==> src/sv/capability_link_table_macros.svh <==
// Assertion macros for the capability link table.
`ifndef CAPABILITY_LINK_TABLE_MACROS_SVH
`define CAPABILITY_LINK_TABLE_MACROS_SVH

`ifndef SYNTHESIS
`define CLT_ASSERT(label, clk, rst_n, prop, msg) \
  label: assert property (@(posedge clk) disable iff (!rst_n) prop) else $error(msg);
`define CLT_ASSERT_ALWAYS(label, clk, prop, msg) \
  label: assert property (@(posedge clk) prop) else $error(msg);
`else
`define CLT_ASSERT(label, clk, rst_n, prop, msg)
`define CLT_ASSERT_ALWAYS(label, clk, prop, msg)
`endif

`endif

==> src/sv/clt_pkg.sv <==
// Types and constants shared by the capability link table modules.
package clt_pkg;

  localparam int NUM_SLOTS = 256;
  localparam int SLOT_W    = 8;
  localparam int CAP_W     = 64;
  localparam int PID_W     = 3;
  localparam int INDEX_W   = 5;

  typedef enum logic [1:0] {
    CMD_READ   = 2'd0,
    CMD_INSERT = 2'd1,
    CMD_DELETE = 2'd2,
    CMD_MOVE   = 2'd3
  } clt_cmd_t;

  typedef struct packed {
    clt_cmd_t           cmd;
    logic [PID_W-1:0]   pid;
    logic [INDEX_W-1:0] index;
    logic [PID_W-1:0]   other_pid;
    logic [INDEX_W-1:0] other_index;
    logic [CAP_W-1:0]   cap_in;
  } in_word_t;

  typedef struct packed {
    logic [CAP_W-1:0]  cap_out;
    logic              is_empty;
    logic [SLOT_W-1:0] prev_slot;
    logic [SLOT_W-1:0] next_slot;
  } out_word_t;

  // controller -> datapath command group
  typedef struct packed {
    logic              load;     // take in a word, read slot a
    logic              link_rd;  // latch slot a, read successor of slot b
    logic              wr1;      // first write pass
    logic              wr2;      // second write pass
    logic              clr;      // clearing pass active
    logic [SLOT_W-1:0] clr_addr;
  } ctl_t;

endpackage

==> src/sv/clt_ctrl.sv <==
// Command sequencer: clearing pass, read phases, write phases, result strobe.
module clt_ctrl import clt_pkg::*; (
  input  logic clk,
  input  logic rst_n,
  input  logic start,
  output logic busy,
  output logic out_valid,
  output ctl_t ctl
);

  typedef enum logic [2:0] {
    S_CLEAR,
    S_IDLE,
    S_LINK,
    S_WR1,
    S_WR2
  } state_t;

  state_t            state_r, state_nxt;
  logic [SLOT_W-1:0] clr_cnt_r, clr_cnt_nxt;
  logic              out_valid_r, out_valid_nxt;

  always_comb begin
    state_nxt     = state_r;
    clr_cnt_nxt   = clr_cnt_r;
    out_valid_nxt = 1'b0;
    unique case (state_r)
      S_CLEAR: begin
        clr_cnt_nxt = clr_cnt_r + 1'b1;
        if (clr_cnt_r == SLOT_W'(NUM_SLOTS - 1)) begin
          state_nxt = S_IDLE;
        end
      end
      S_IDLE: begin
        if (start) begin
          state_nxt = S_LINK;
        end
      end
      S_LINK: begin
        state_nxt     = S_WR1;
        out_valid_nxt = 1'b1;
      end
      S_WR1: state_nxt = S_WR2;
      S_WR2: state_nxt = S_IDLE;
      default: state_nxt = S_IDLE;
    endcase
  end

  always_ff @(posedge clk) begin
    if (!rst_n) begin
      state_r     <= S_CLEAR;
      clr_cnt_r   <= '0;
      out_valid_r <= 1'b0;
    end else begin
      state_r     <= state_nxt;
      clr_cnt_r   <= clr_cnt_nxt;
      out_valid_r <= out_valid_nxt;
    end
  end

  assign busy         = (state_r != S_IDLE);
  assign out_valid    = out_valid_r;
  assign ctl.load     = (state_r == S_IDLE) && start;
  assign ctl.link_rd  = (state_r == S_LINK);
  assign ctl.wr1      = (state_r == S_WR1);
  assign ctl.wr2      = (state_r == S_WR2);
  assign ctl.clr      = (state_r == S_CLEAR);
  assign ctl.clr_addr = clr_cnt_r;

`include "capability_link_table_macros.svh"

  `CLT_ASSERT(a_result_after_accept, clk, rst_n, (start && !busy) |=> ##1 out_valid, "no result two cycles after accept")
  `CLT_ASSERT(a_strobe_single, clk, rst_n, out_valid |=> !out_valid, "result strobe longer than one cycle")
  `CLT_ASSERT(a_strobe_in_flight, clk, rst_n, out_valid |-> (busy && ctl.wr1), "result strobe outside a command")

endmodule

==> config.mk <==
export PLATFORM = sky130hd
export DESIGN_NAME = clt_ctrl
export DESIGN_NICKNAME = d
export VERILOG_FILES = /design/src/sv/clt_pkg.sv /design/src/sv/clt_ctrl.sv
export VERILOG_INCLUDE_DIRS = /design/src /design/src/sv
export SDC_FILE = /design/constraint.sdc
export NUM_CORES = 1
export LEC_CHECK = 0
export ABC_AREA = 1
export ABC_CLOCK_PERIOD_IN_PS = 1570
export BUFFER_PORTS_ARGS = -buffer_cell sky130_fd_sc_hd__buf_2
export CORE_MARGIN = 2
export CORE_UTILIZATION = 40
export CTS_CLUSTER_DIAMETER = 100
export DETAILED_ROUTE_END_ITERATION = 6
export PLACE_DENSITY = 0.7
export SLEW_MARGIN = 20
export SYNTH_ARGS = -nofsm -noshare
export SYNTH_HDL_FRONTEND = slang
export SYNTH_SLANG_ARGS = --single-unit
==> constraint.sdc <==
create_clock -name clk -period 1.57 [get_ports clk]
set_clock_uncertainty 0.15 [all_clocks]
set_input_delay 0.0785 -clock clk [delete_from_list [all_inputs] [get_ports clk]]
set_output_delay 0.0785 -clock clk [all_outputs]
set_load 0.02 [all_outputs]
# --- Word-level counts from Yosys, hierarchy flattened ---
# Cells that the tools add are included.
word_totals:
  wordCells: 19
  inputBits: 3
  regBits: 12
op_classes:
  mux: 4
  eq_ne: 8
  add_sub_neg: 1
  n_reduce_logical: 3
ops:
  columns: ["cell", "count"]
  rows:
  - ["one-hot mux 3 bit (4 select lines)", 1]
  - ["adder 8 x 1 -> 8 bit, second input constant", 1]
  - ["equality test 8 bit, second input constant", 1]
  - ["equality test 3 x 2 -> 1 bit, second input constant", 2]
  - ["2-to-1 mux 3 bit", 2]
  - ["equality test 3 x 1 -> 1 bit, second input constant", 1]
  - ["equality test 3 bit, second input constant", 1]
  - ["logical NOT 3 bit", 1]
  - ["!= test 3 x 1 -> 1 bit, second input constant", 1]
  - ["!= test 2 x 1 -> 1 bit, second input constant", 1]
  - ["!= test 2 bit, second input constant", 1]
  - ["AND reduction 2 bit", 1]
  - ["logical AND 1 bit", 1]
  - ["2-to-1 mux 1 bit", 1]

# --- Logic depth before layout (Yosys ltp) ---
depth:
  word_depth: 3
  depth_mapped: 7
  mapped_depth_nobuf: 7

# --- Least setup slack after synthesis ---
# Ideal clock, no wire load.
synth_timing:
  kind: "reg-to-reg"
  from: "reg clr_cnt_r[0]"
  to: "reg clr_cnt_r[6]"
  setup_ns: 0.115
  slack_ns: 0.138
  synth_period_minus_slack_ns: 1.432
  arrival_time_ns: 1.167
  required_ns: 1.305
  path_stages_with_launch: 7
  path_cell_list: "dfxtp_1 > ha_1 > nand3_1 > nor2_4 > nand3_1 > nand2_1 > nor2_1"
synth_via:
  elab_chain_cells: 1
synth_lines:
  columns: ["element", "line_no", "text"]
  rows:
  - ["start, declared", "clt_ctrl.sv:20", "logic [SLOT_W-1:0] clr_cnt_r, clr_cnt_nxt;"]
  - ["start signal, assigned", "clt_ctrl.sv:56", "clr_cnt_r <= clr_cnt_nxt;"]
  - ["adder 8 x 1 -> 8 bit", "clt_ctrl.sv:29", "clr_cnt_nxt = clr_cnt_r + 1'b1;"]
# No other way between the ends.
# A chain may end at the register's enable or synchronous reset.

==> results.ini <==
[outcome]
status = completed

[global_routing]
grt_overflow = 0
antenna_found_initial = 0
grt_pass1_wl_um = 1900
grt_pass1_vias = 476
grt_use_total_pct = 13.8
grt_max_degree = 9

[clocking]
cts_max_path_buffers = 2
post_cts_buffers = 0
cts.clk_slew.worst_paths_ps = 80
htree_levels = 1
cts_made_buffers = 3
ctsRootBufferMaster = clkbuf_4
cts_hold_buffers = 2
cts_resized = 0
tritoncts = yes
clock_sink_count = 12
clock_latency_ps = 280

[detailed_routing]
vias = 582
post_drt_via_cell_ratio = 4.81
drt_wl_total_um = 1190
firstDrtPassIters = 5
ant_nets = 0
avgRoutedWirePerCell_um = 9.86
drt_iter0_drc = 8
route.detailed.drc = 0

[pwr]
peakVddDrop_v = 0.000451
p_per_area_nw_per_um2 = 803
power_leakage_nw = 0.393
p_total_mw = 0.614

[floorplanning]
core_um2 = 1470
initial_core_util_pct = 41.5
die_x_um = 43.1
num_io_pins = 18
die_y_um = 43.1
row_count = 14
die_area_um2 = 1860

[logic_synthesis]
postSynthAreaPerCell_um2 = 7.36
syn_inst = 83
syn_area_um2 = 611
yosysSeqAreaShare_pct = 39.3
ys.warnings.count = 0
synth_seq_cells = 12
synth.distinct_cells = 18
syn_nets = 87

[worst_hold_path]
hold_path.class = reg -> reg
holdPathStages = 1

[setup_path]
end_kind = output port
worstPathArrival_ps = 1230
crit_chain = inv_1, nor2_4, nand2_2, nor2_1, buf_2
cp_max_fo = 4
r2r_cells = 5
critPathKind = reg -> out
cp-start-kind = register
required_ps = 1340
crit_path_max_incr_delay_ps = 400
cpMaxStageDelayCell = dfxtp_1

[placed_design]
gp_congestion = 0.750
port_buffers = 17
hpwl_um = 879
place_area_um2 = 708

[sta]
fmax_mhz = 688
worst_slew_pin_slew_ps = 241
period_needed_ps = 1450
tns_ps = 0
rsz0062_at_grt = false
finalMaxSlewViolations = 0
slew_headroom_pct = 83.9
setup_violations = 0
final_hold_viol_count = 0
finalCritPeriodShare_pct = 92.6

[cells_and_area]
layout.nets = 110
final_cell_area_um2 = 764
mostFrequentLayoutCell = buf_2
mostFrequentLayoutCells = buf_2, inv_1, nand2_1, nor2_1, dfxtp_1
antenna_cells = 0
synthToLayoutAreaGrowth_pct = 25.2
nFillCells = 160
final_layout_size_suffix_gt1_share_pct = 29.5

[flow_run]
drv_cap = 0

cell usage after synthesis:
| library cell | number | area (µm²) |
|---|---|---|
| nand3_1 | 7 | 35.0 |
| nand4_1 | 1 | 6.26 |
| nor2_1 | 12 | 45.0 |
| a21oi_1 | 5 | 25.0 |
| nor2_4 | 3 | 33.8 |
| nand3_2 | 2 | 20.0 |
| inv_2 | 2 | 7.51 |
| nand2_2 | 1 | 6.26 |
| o21ai_0 | 4 | 20.0 |
| nor2_8 | 1 | 20.0 |
| dfxtp_1 | 12 | 240 |
| ha_1 | 1 | 12.5 |
| buf_4 | 1 | 7.51 |
| inv_1 | 14 | 52.6 |
| nand2_4 | 1 | 11.3 |
| xor2_1 | 1 | 8.76 |
| nor3_1 | 2 | 10.0 |
| nand2_1 | 13 | 48.8 |
cell type report:
type | count | area, µm² | area share, %
well taps | 16 | 20.0 | 2.62
inverters | 16 | 60.1 | 7.86
multi-input cells | 54 | 303 | 39.6
flip-flops and latches | 12 | 240 | 31.4
repair buffers | 19 | 105 | 13.7
clock buffers | 4 | 36.3 | 4.75
where the power goes:
part | internal (mW) | total (mW) | switching, mW
registers | 0.311 | 0.319 | 0.00823
clock network | 0.141 | 0.254 | 0.113
logic | 0.0169 | 0.0410 | 0.0240
total | 0.469 | 0.614 | 0.145
per-layer routing:
metal  up-vias  share of wire [%]  GRT usage [%]
met4         0                2.0           9.09
met5         -                  0              0
met1       257                 47           18.3
li1        302                  -              -
met2        20                 45           20.3
met3         3                6.6           2.55
state kept, by name, indices dropped and copies added, names as in the netlist:
signal / count
clr_cnt_r: 8
out_valid: 1
state_r: 3
path summary, 6_finish.rpt:
kind	from	end	slack, ps
setup / recovery	state_r[0]$_SDFFE_PN0P_	ctl[12]	120
hold / removal	clr_cnt_r[3]$_SDFFE_PN0N_	clr_cnt_r[3]$_SDFFE_PN0N_	360
setup reg to reg	clr_cnt_r[0]$_SDFFE_PN0N_	clr_cnt_r[4]$_SDFFE_PN0N_	220
hold reg to reg	clr_cnt_r[3]$_SDFFE_PN0N_	clr_cnt_r[3]$_SDFFE_PN0N_	360
per-stage QoR:
| step | util, % | hold slack [ps] | cells | setup WS [ps] |
|---|---|---|---|---|
| after detailed placement | 48.1 | 229 | 115 | 230 |
| after CTS | 52.0 | 353 | 121 | 97.9 |
| after global placement | 48.1 | 230 | 115 | 280 |
| after global routing | 52.0 | 381 | 121 | 25.5 |
| final | 52.0 | 355 | 121 | 116 |
| after floorplan | - | 49.3 | 83 | 138 |
cell families after synthesis:
logic type / count (synthesis) / share of synthesized area (%)
and+or+nand+nor: 43 / 38.7
adders and majority gates: 1 / 2.05
AOI/OAI and AO/OA: 9 / 7.38
DFF: 12 / 39.3
buffers and inverters: 17 / 11.1
xor gates and xnor gates: 1 / 1.43
worst max-delay path: cells and delay by family (launching register included):
kind	cells	cell delay, ps
flip-flops	1	400
AND/OR/NAND/NOR	3	280
buffers and inverters	2	270
Note: power is estimated with default switching activity, not from simulation.
